File: src/design/vpp_pkg.sv
`timescale 1ns / 1ps

package vpp_pkg;

    // Pulse limits in microseconds.
    localparam logic [11:0] ESC_PULSE_MIN      = 12'd1000;
    localparam logic [11:0] ESC_PULSE_MAX      = 12'd2000;
    localparam logic [11:0] VALVE_CLOSED_PULSE = 12'd1000;
    localparam logic [11:0] VALVE_OPEN_PULSE   = 12'd2000;

    // Datapath widths.
    localparam int ACC_W  = 40;   // integral accumulator, Q32.8
    localparam int SUM_W  = 58;   // pulse sum, Q.8
    localparam int PROD_W = 72;   // full gain product before the Q16 shift

    // Q.8 constants of the pulse sum and the integral window.
    localparam logic signed [SUM_W-1:0] SUM_BIAS = 58'sd256000;
    localparam logic signed [SUM_W-1:0] SUM_HI   = 58'sd512256;   // (max + 1) * 256
    localparam logic signed [SUM_W-1:0] SUM_LO   = 58'sd256000;   // min * 256
    localparam logic signed [24:0]      ERR_WIN  = 25'sd256000;

    localparam logic signed [SUM_W-1:0] ACC_MAX = 58'sd549755813887;
    localparam logic signed [SUM_W-1:0] ACC_MIN = -58'sd549755813888;

    // Phase codes on the result port.
    localparam logic [1:0] PHASE_INHALE    = 2'd0;
    localparam logic [1:0] PHASE_EXHALE    = 2'd1;
    localparam logic [1:0] PHASE_CYCLE_END = 2'd2;

    // Top multiplier chunk for each operand kind.
    localparam logic [1:0] CHUNK_ERR_TOP   = 2'd1;
    localparam logic [1:0] CHUNK_DERIV_TOP = 2'd2;

    typedef enum logic [2:0] {
        ST_IDLE,
        ST_DMUL,
        ST_MUL,
        ST_FOLD,
        ST_DONE
    } state_t;

    typedef enum logic [1:0] {
        OP_PROP,
        OP_INT,
        OP_DERIV
    } op_t;

    typedef enum logic [2:0] {
        REG_GAIN_PROP,
        REG_GAIN_INT,
        REG_GAIN_DERIV,
        REG_PEAK_TARGET,
        REG_BASELINE_TARGET,
        REG_RISE_DELAY_MS,
        REG_INHALE_MS,
        REG_EXHALE_MS
    } cfg_idx_t;

endpackage

File: src/design/ventilator_pressure_pid.sv
`timescale 1ns / 1ps

// Pressure-controlled ventilation blower PID. Each request carries the breath
// cycle time, the loop rate and the airway pressure; the block picks the
// breath phase, runs one fixed-point PID step and returns one result with the
// clamped blower pulse, the valve pulse, the phase and the restart flag. All
// products go through a single 32x16 unsigned multiplier under a small
// sequencer: one pass for pressure change times loop rate, two passes each for
// the proportional and integral terms and three for the derivative term, with
// one fold step after each term. A request is taken only in the idle state, so
// the block finishes each request before it accepts the next; a finished result
// may wait in its register while the next request is accepted. Configuration
// writes are taken in any cycle, with cfg_ready always high.
module ventilator_pressure_pid (
    input  logic               clk,
    input  logic               rst_n,
    input  logic               in_valid,
    output logic               in_stall,
    input  logic [15:0]        cycle_time_ms,
    input  logic [13:0]        loop_rate_hz,
    input  logic signed [23:0] airway_pressure,
    output logic               out_valid,
    input  logic               out_stall,
    output logic [11:0]        blower_pulse_us,
    output logic [11:0]        valve_pulse_us,
    output logic [1:0]         phase,
    output logic               restart_cycle,
    input  logic               cfg_valid,
    output logic               cfg_ready,
    input  logic [2:0]         cfg_index,
    input  logic [31:0]        cfg_data
);

    // Configuration registers.
    logic [31:0] gain_prop_reg, gain_int_reg, gain_deriv_reg;
    logic [22:0] peak_target_reg, baseline_target_reg;
    logic [15:0] rise_delay_ms_reg, inhale_ms_reg, exhale_ms_reg;

    // Sequencer and datapath registers.
    vpp_pkg::state_t state_reg, state_next;
    vpp_pkg::op_t    op_reg, op_next;
    logic [1:0]      chunk_reg, chunk_next;
    logic [vpp_pkg::PROD_W-1:0] acc_reg, acc_next;
    logic signed [vpp_pkg::SUM_W-1:0] sum_reg, sum_next;
    logic signed [vpp_pkg::ACC_W-1:0] integ_reg, integ_next;
    logic signed [23:0] prev_reg, prev_next;
    logic [23:0] err_mag_reg, err_mag_next;
    logic        err_neg_reg, err_neg_next;
    logic [23:0] diff_mag_reg, diff_mag_next;
    logic        diff_neg_reg, diff_neg_next;
    logic [13:0] rate_reg, rate_next;
    logic        int_en_reg, int_en_next;
    logic [39:0] dmag_reg, dmag_next;
    logic [1:0]  phase_reg, phase_next;

    // Result register.
    logic        out_valid_reg, out_valid_next;
    logic [11:0] blower_reg, blower_next;
    logic [11:0] valve_reg, valve_next;
    logic [1:0]  out_phase_reg, out_phase_next;
    logic        restart_reg, restart_next;

    // Combinational datapath signals.
    logic [16:0]        exh_end;
    logic               in_inhale, in_exhale;
    logic [1:0]         phase_in;
    logic [22:0]        target;
    logic signed [24:0] err, diff;
    logic [31:0]        g_sel, g_mag;
    logic               g_neg, x_neg, prod_neg;
    logic [39:0]        x_mag;
    logic [31:0]        mul_a;
    logic [15:0]        mul_b;
    logic [47:0]        mul_p;
    logic [vpp_pkg::PROD_W-1:0]       acc_shift;
    logic signed [vpp_pkg::SUM_W-1:0] term, int_sum, total;
    logic               out_free;

    assign cfg_ready       = 1'b1;
    assign in_stall        = (state_reg != vpp_pkg::ST_IDLE);
    assign out_valid       = out_valid_reg;
    assign blower_pulse_us = blower_reg;
    assign valve_pulse_us  = valve_reg;
    assign phase           = out_phase_reg;
    assign restart_cycle   = restart_reg;
    assign out_free        = !out_valid_reg || !out_stall;

    // Configuration writes.
    always_ff @(posedge clk or negedge rst_n)
    begin
        if (!rst_n)
        begin
            gain_prop_reg       <= '0;
            gain_int_reg        <= '0;
            gain_deriv_reg      <= '0;
            peak_target_reg     <= '0;
            baseline_target_reg <= '0;
            rise_delay_ms_reg   <= '0;
            inhale_ms_reg       <= 16'd1000;
            exhale_ms_reg       <= 16'd2000;
        end
        else if (cfg_valid && cfg_ready)
        begin
            case (vpp_pkg::cfg_idx_t'(cfg_index))
                vpp_pkg::REG_GAIN_PROP:       gain_prop_reg       <= cfg_data;
                vpp_pkg::REG_GAIN_INT:        gain_int_reg        <= cfg_data;
                vpp_pkg::REG_GAIN_DERIV:      gain_deriv_reg      <= cfg_data;
                vpp_pkg::REG_PEAK_TARGET:     peak_target_reg     <= cfg_data[22:0];
                vpp_pkg::REG_BASELINE_TARGET: baseline_target_reg <= cfg_data[22:0];
                vpp_pkg::REG_RISE_DELAY_MS:   rise_delay_ms_reg   <= cfg_data[15:0];
                vpp_pkg::REG_INHALE_MS:       inhale_ms_reg       <= cfg_data[15:0];
                vpp_pkg::REG_EXHALE_MS:       exhale_ms_reg       <= cfg_data[15:0];
                default:                      ;
            endcase
        end
    end

    // Phase selection and error terms for the incoming request.
    always_comb
    begin
        exh_end   = {1'b0, inhale_ms_reg} + {1'b0, exhale_ms_reg};
        in_inhale = (cycle_time_ms > rise_delay_ms_reg) && (cycle_time_ms <= inhale_ms_reg);
        in_exhale = (cycle_time_ms > inhale_ms_reg) && ({1'b0, cycle_time_ms} <= exh_end);
        if (in_inhale)
        begin
            phase_in = vpp_pkg::PHASE_INHALE;
            target   = peak_target_reg;
        end
        else if (in_exhale)
        begin
            phase_in = vpp_pkg::PHASE_EXHALE;
            target   = baseline_target_reg;
        end
        else
        begin
            phase_in = vpp_pkg::PHASE_CYCLE_END;
            target   = baseline_target_reg;
        end
        err  = $signed({2'b00, target}) - $signed({airway_pressure[23], airway_pressure});
        diff = $signed({airway_pressure[23], airway_pressure}) - $signed({prev_reg[23], prev_reg});
    end

    // Shared multiplier and the terms built from its accumulated product.
    always_comb
    begin
        case (op_reg)
            vpp_pkg::OP_PROP:  g_sel = gain_prop_reg;
            vpp_pkg::OP_INT:   g_sel = gain_int_reg;
            vpp_pkg::OP_DERIV: g_sel = gain_deriv_reg;
            default:           g_sel = gain_prop_reg;
        endcase
        g_neg = g_sel[31];
        g_mag = g_neg ? 32'(-g_sel) : g_sel;

        if (op_reg == vpp_pkg::OP_DERIV)
        begin
            x_mag = dmag_reg;
            x_neg = diff_neg_reg;
        end
        else
        begin
            x_mag = {16'b0, err_mag_reg};
            x_neg = err_neg_reg;
        end
        prod_neg = g_neg ^ x_neg;

        if (state_reg == vpp_pkg::ST_DMUL)
        begin
            mul_a = {8'b0, diff_mag_reg};
            mul_b = {2'b0, rate_reg};
        end
        else
        begin
            mul_a = g_mag;
            case (chunk_reg)
                2'd0:    mul_b = x_mag[15:0];
                2'd1:    mul_b = x_mag[31:16];
                default: mul_b = {8'b0, x_mag[39:32]};
            endcase
        end
        mul_p = {16'b0, mul_a} * {32'b0, mul_b};

        // The product is accumulated most significant chunk first.
        acc_shift = {acc_reg[vpp_pkg::PROD_W-17:0], 16'b0} + {24'b0, mul_p};

        // Dropping the low 16 bits of the magnitude truncates toward zero.
        term = $signed({2'b00, acc_reg[vpp_pkg::PROD_W-1:16]});
        if (prod_neg)
        begin
            term = -term;
        end

        int_sum = $signed({{(vpp_pkg::SUM_W-vpp_pkg::ACC_W){integ_reg[vpp_pkg::ACC_W-1]}},
                           integ_reg}) + term;
        total   = sum_reg + $signed({{(vpp_pkg::SUM_W-vpp_pkg::ACC_W){integ_reg[vpp_pkg::ACC_W-1]}},
                                     integ_reg});
    end

    // Next state of the sequencer.
    always_comb
    begin
        state_next = state_reg;
        case (state_reg)
            vpp_pkg::ST_IDLE:
            begin
                if (in_valid)
                begin
                    state_next = vpp_pkg::ST_DMUL;
                end
            end
            vpp_pkg::ST_DMUL: state_next = vpp_pkg::ST_MUL;
            vpp_pkg::ST_MUL:
            begin
                if (chunk_reg == 2'd0)
                begin
                    state_next = vpp_pkg::ST_FOLD;
                end
            end
            vpp_pkg::ST_FOLD:
            begin
                if (op_reg == vpp_pkg::OP_DERIV)
                begin
                    state_next = vpp_pkg::ST_DONE;
                end
                else
                begin
                    state_next = vpp_pkg::ST_MUL;
                end
            end
            vpp_pkg::ST_DONE:
            begin
                if (out_free)
                begin
                    state_next = vpp_pkg::ST_IDLE;
                end
            end
            default: state_next = vpp_pkg::ST_IDLE;
        endcase
    end

    // Datapath and result register updates.
    always_comb
    begin
        op_next        = op_reg;
        chunk_next     = chunk_reg;
        acc_next       = acc_reg;
        sum_next       = sum_reg;
        integ_next     = integ_reg;
        prev_next      = prev_reg;
        err_mag_next   = err_mag_reg;
        err_neg_next   = err_neg_reg;
        diff_mag_next  = diff_mag_reg;
        diff_neg_next  = diff_neg_reg;
        rate_next      = rate_reg;
        int_en_next    = int_en_reg;
        dmag_next      = dmag_reg;
        phase_next     = phase_reg;
        out_valid_next = out_valid_reg;
        blower_next    = blower_reg;
        valve_next     = valve_reg;
        out_phase_next = out_phase_reg;
        restart_next   = restart_reg;

        if (out_valid_reg && !out_stall)
        begin
            out_valid_next = 1'b0;
        end

        case (state_reg)
            vpp_pkg::ST_IDLE:
            begin
                if (in_valid)
                begin
                    phase_next    = phase_in;
                    err_neg_next  = err[24];
                    err_mag_next  = err[24] ? 24'(-err) : err[23:0];
                    diff_neg_next = diff[24];
                    diff_mag_next = diff[24] ? 24'(-diff) : diff[23:0];
                    rate_next     = loop_rate_hz;
                    int_en_next   = (err > -vpp_pkg::ERR_WIN) && (err < vpp_pkg::ERR_WIN);
                    prev_next     = airway_pressure;
                    sum_next      = vpp_pkg::SUM_BIAS;
                end
            end
            vpp_pkg::ST_DMUL:
            begin
                dmag_next  = mul_p[39:0];
                op_next    = vpp_pkg::OP_PROP;
                chunk_next = vpp_pkg::CHUNK_ERR_TOP;
                acc_next   = '0;
            end
            vpp_pkg::ST_MUL:
            begin
                acc_next = acc_shift;
                if (chunk_reg != 2'd0)
                begin
                    chunk_next = chunk_reg - 2'd1;
                end
            end
            vpp_pkg::ST_FOLD:
            begin
                acc_next = '0;
                case (op_reg)
                    vpp_pkg::OP_PROP:
                    begin
                        sum_next   = sum_reg + term;
                        op_next    = vpp_pkg::OP_INT;
                        chunk_next = vpp_pkg::CHUNK_ERR_TOP;
                    end
                    vpp_pkg::OP_INT:
                    begin
                        if (int_en_reg)
                        begin
                            if (int_sum > vpp_pkg::ACC_MAX)
                            begin
                                integ_next = vpp_pkg::ACC_MAX[vpp_pkg::ACC_W-1:0];
                            end
                            else if (int_sum < vpp_pkg::ACC_MIN)
                            begin
                                integ_next = vpp_pkg::ACC_MIN[vpp_pkg::ACC_W-1:0];
                            end
                            else
                            begin
                                integ_next = int_sum[vpp_pkg::ACC_W-1:0];
                            end
                        end
                        op_next    = vpp_pkg::OP_DERIV;
                        chunk_next = vpp_pkg::CHUNK_DERIV_TOP;
                    end
                    vpp_pkg::OP_DERIV:
                    begin
                        sum_next = sum_reg - term;
                    end
                    default: ;
                endcase
            end
            vpp_pkg::ST_DONE:
            begin
                if (out_free)
                begin
                    out_valid_next = 1'b1;
                    // Clamping on the Q.8 sum matches clamping the floored pulse.
                    if (total >= vpp_pkg::SUM_HI)
                    begin
                        blower_next = vpp_pkg::ESC_PULSE_MAX;
                    end
                    else if (total < vpp_pkg::SUM_LO)
                    begin
                        blower_next = vpp_pkg::ESC_PULSE_MIN;
                    end
                    else
                    begin
                        blower_next = total[19:8];
                    end
                    valve_next = (phase_reg == vpp_pkg::PHASE_INHALE) ?
                                 vpp_pkg::VALVE_CLOSED_PULSE : vpp_pkg::VALVE_OPEN_PULSE;
                    out_phase_next = phase_reg;
                    restart_next   = (phase_reg == vpp_pkg::PHASE_CYCLE_END);
                end
            end
            default: ;
        endcase
    end

    // Control state and PID state.
    always_ff @(posedge clk or negedge rst_n)
    begin
        if (!rst_n)
        begin
            state_reg     <= vpp_pkg::ST_IDLE;
            op_reg        <= vpp_pkg::OP_PROP;
            chunk_reg     <= '0;
            out_valid_reg <= 1'b0;
            integ_reg     <= '0;
            prev_reg      <= '0;
        end
        else
        begin
            state_reg     <= state_next;
            op_reg        <= op_next;
            chunk_reg     <= chunk_next;
            out_valid_reg <= out_valid_next;
            integ_reg     <= integ_next;
            prev_reg      <= prev_next;
        end
    end

    // Payload registers.
    always_ff @(posedge clk)
    begin
        acc_reg       <= acc_next;
        sum_reg       <= sum_next;
        err_mag_reg   <= err_mag_next;
        err_neg_reg   <= err_neg_next;
        diff_mag_reg  <= diff_mag_next;
        diff_neg_reg  <= diff_neg_next;
        rate_reg      <= rate_next;
        int_en_reg    <= int_en_next;
        dmag_reg      <= dmag_next;
        phase_reg     <= phase_next;
        blower_reg    <= blower_next;
        valve_reg     <= valve_next;
        out_phase_reg <= out_phase_next;
        restart_reg   <= restart_next;
    end

endmodule

File: config.mk
export PLATFORM = sky130hd
export DESIGN_NAME = ventilator_pressure_pid
export DESIGN_NICKNAME = d
export VERILOG_FILES = /design/src/design/vpp_pkg.sv /design/src/design/ventilator_pressure_pid.sv
export SDC_FILE = /design/constraint.sdc
export NUM_CORES = 2
export LEC_CHECK = 0
export ABC_AREA = 1
export BUFFER_PORTS_ARGS = -buffer_cell sky130_fd_sc_hd__buf_2
export CORE_MARGIN = 5
export CORE_UTILIZATION = 30
export CTS_BUF_LIST = sky130_fd_sc_hd__clkbuf_8
export CTS_CLUSTER_SIZE = 24
export DETAILED_ROUTE_END_ITERATION = 7
export HOLD_SLACK_MARGIN = 0.1
export PLACE_DENSITY = 0.41
export SYNTH_ARGS = -nofsm -noshare
export SYNTH_HDL_FRONTEND = slang
export SYNTH_SLANG_ARGS = --single-unit
File: constraint.sdc
create_clock -name clk -period 13.7 [get_ports clk]
set_input_delay 2.055 -clock clk [delete_from_list [all_inputs] [get_ports clk]]
set_output_delay 2.055 -clock clk [all_outputs]
set_load 0.1 [all_outputs]
==> key figures <==
Global route
  – GR Util met3: 2.80%
  – M1 GR Usage: 31.9%
  – Antenna violations before repair: 2
  – Largest net degree at the start of global routing: 107
  – Global-route wire length before repair: 387 mm
  – Met2 usage: 38.4%
  – Vias in the first global route: 58600
  – Total gr overflow: 0
  – GRT Total Usage: 23.5%
  – Most Used Layer, Global Route: met2

Die
  – Initial Util: 30.1%
  – Die Y: 468 um
  – FP Rows: 168
  – Chip width: 468 um
  – Die area: 219000 um2
  – Core area: 209000 um2
  – # IOs: 124

Synthesis
  – Cells after Synth: 9125
  – Seq cells post-synth: 516
  – Sequential share of the synthesized area: 22.6%
  – Largest family of logic cells by synthesized area: simple AND/OR/NAND/NOR gates
  – Synth Area in Simple Gates: 28.1%
  – Yosys warnings: 0
  – Largest cells by area after synthesis: nand2_1 (15%), fa_1 (14%), edfxtp_1 (12%)
  – Post-synth top flop: edfxtp_1
  – Synthesized area per cell: 6.89 um2
  – Post-synth top area cell: nand2_1
  – Async SR Flop Fraction: 50.8%
  – Synth Area in Adders: 22.4%
  – Multiplexer area fraction after synthesis: 0.0318%
  – Synth Area in XOR/XNOR: 3.79%
  – Compound-Gate Fraction of Synth Area: 12.3%
  – Synth top area share: 15.1%
  – Post-Syn Area: 62900 um2
  – Post-synth EDFFs: 254
  – Netlist cell types: 79

Detailed routing
  – First-pass DRT Iterations: 6
  – Final WL: 263 mm
  – Post-route ant nets: 0
  – Per-cell routed wire length: 21.7 um
  – Detailed Route Iter0 Violations: 4521
  – Via count: 59700
  – Drt via density: 4.93
  – Residual DRC: 0

Placement
  – Placed insts: 11900
  – HPWL after detailed placement: 219 mm
  – Placed cell areas: 66600 um2
  – GP Congestion: 0.996
  – Port Buf Inserts: 114

Job
  – Max-cap violations: 0

Finish
  – Proportion of layout cells with a drive suffix above 1: 5.75%
  – Layout fillers: 23200
  – Multi-input logic area: 42000 um2
  – Final cell count without fillers: 12100
  – Register area: 14200 um2
  – Number of flip-flops in the largest register: 72
  – Fin nets: 10200
  – Area delta synth->final: 9.76%
  – Final instance area: 69000 um2

STA
  – Max-slew violations: 0
  – Part of the cycle the worst path needs: 90.7%
  – Period minus WS final: 12.42 ns
  – Final setup vio count: 0
  – Final TNS setup: 0 ns
  – Actual slew at the worst max-slew pin: 1.25 ns
  – Max Fclk: 80.5 MHz
  – Worst Clk Skew: 0.102 ns
  – RSZ-0062 raised after global routing: false
  – Normalized max-slew margin: 15.6%
  – Final Hold Viols: 0

Hold path
  – HP Class: reg2reg
  – Hold Path Stages: 2

Clock network
  – Clk_lat worst skew: 0.91 ns
  – # Post-CTS Setup Buffers: 0
  – Clock Path Buffers: 3
  – Clock slew at reported path FFs: 0.06 ns
  – CTS tree: yes
  – Hold Buf Count CTS: 0
  – Total clock buffers created by CTS: 106
  – CTS root buf: clkbuf_8
  – H-tree depth: 3
  – # resized after CTS: 0
  – Clock sinks: 516

Critical path
  – CP max stage delay: 0.81 ns
  – Startpoint class of the critical path: flop
  – WP buf/inv: 11
  – Worst path most repeated cell: inv_1
  – Crit path max-delay family: adder cells
  – CP Class: reg2reg
  – Crit path depth: 45
  – R2R Setup Slk: 1.28 ns
  – Crit-path max FO: 32
  – R2R cell count: 45
  – Worst Path Arrival: 12.96 ns
  – Slowest CP cell: ha_2
  – Critical Path RT: 14.24 ns
  – Crit end category: flop

Outcome
  – Status: completed
cell usage in the layout, fill, tap and decap left out, drive strengths merged, types with 13 or more instances in the layout:
cell type,count
nand2,2558
nor4,29
o21ai,586
nand3,369
and2,13
nand3b,34
dfrtp,250
nor2,1079
inv,1566
o21a,46
a21boi,16
o2bb2ai,14
clkbuf,116
xnor2,62
edfxtp,254
buf,189
fa,425
a21oi,554
nor3,92
nand4,93
a21o,14
a31oi,54
clkinv,49
or2,36
ha,444
o21bai,35
xor2,208
through the flow:
step / utilization [%] / hold slack (ns) / setup WS (ns)
6_report: 33.0 / 0.481 / 1.28
5_1_grt: 33.0 / 0.500 / 0.334
4_1_cts: 33.0 / 0.483 / 1.27
3_5_place_dp: 31.9 / 0.468 / 1.40
3_3_place_gp: 31.9 / 0.466 / 1.38
2_1_floorplan: - / 0.448 / 3.88
metal layers:
metal / wire length [um] / vias up
met2: 120000 / 1534
met1: 119000 / 28700
met3: 12200 / 306
li1: - / 29200
met5: 0 / -
met4: 11400 / 0
path summary, 6_finish.rpt:
check | startpoint | to
max | op_reg[1] | acc_reg[56]
min | baseline_target_reg[9] | baseline_target_reg[9]
max reg2reg | op_reg[1] | acc_reg[56]
min reg2reg | baseline_target_reg[9] | baseline_target_reg[9]
max in group asynchronous | rst_n | integ_reg[29]
min in group asynchronous | rst_n | prev_reg[15]
worst register-to-register path: cells and delay by family (launching register included):
kind	cells	cell delay, ns
AOI/OAI and AO/OA	11	2.97
xor gates and xnor gates	2	0.77
adders and majority gates	10	5.00
buffers and inverters	11	1.35
DFF	1	0.37
and+or+nand+nor	11	1.62
cell usage after synthesis, types with 13 or more instances:
cell type	n
clkbuf_1	133
fa_1	425
a21o_1	14
o2bb2ai_1	13
dfrtp_1	250
nor2_2	21
o21a_1	46
nand3b_1	34
o21ai_1	45
nor4_1	29
o21ai_0	525
o21ai_2	15
buf_2	27
a21boi_0	14
or2_2	30
edfxtp_1	254
nor3_1	89
o21bai_1	34
nand3_1	360
xnor2_1	62
nand4_1	92
inv_1	1518
a21oi_1	552
a31oi_1	54
buf_4	21
inv_2	23
xor2_1	206
ha_1	444
nor2_1	1053
nand2_1	2525
nand2_2	32
buf_6	13
layout make-up:
cell class,count,share of cell area (%)
clock inverter,82,1.12
inverter,1547,8.43
sequential,516,20.6
multi-input combinational,6864,60.8
tap,2805,5.09
antenna,2,0.00725
timing repair buffer,189,1.68
clock buffer,116,2.31
cells by family (layout without fill, tap and decap cells):
logic type	count (synthesis)	in the layout
muxes	2	2
and+or+nand+nor	4317	4317
AOI/OAI and AO/OA	1396	1396
buffers and inverters	1753	1934
DFF	516	516
adders and majority gates	869	869
xor gates and xnor gates	270	270
other	2	12
Power is left out: the tool's default activity adds up to more than one toggle a clock period on the data nets, which glitch-free logic cannot reach.
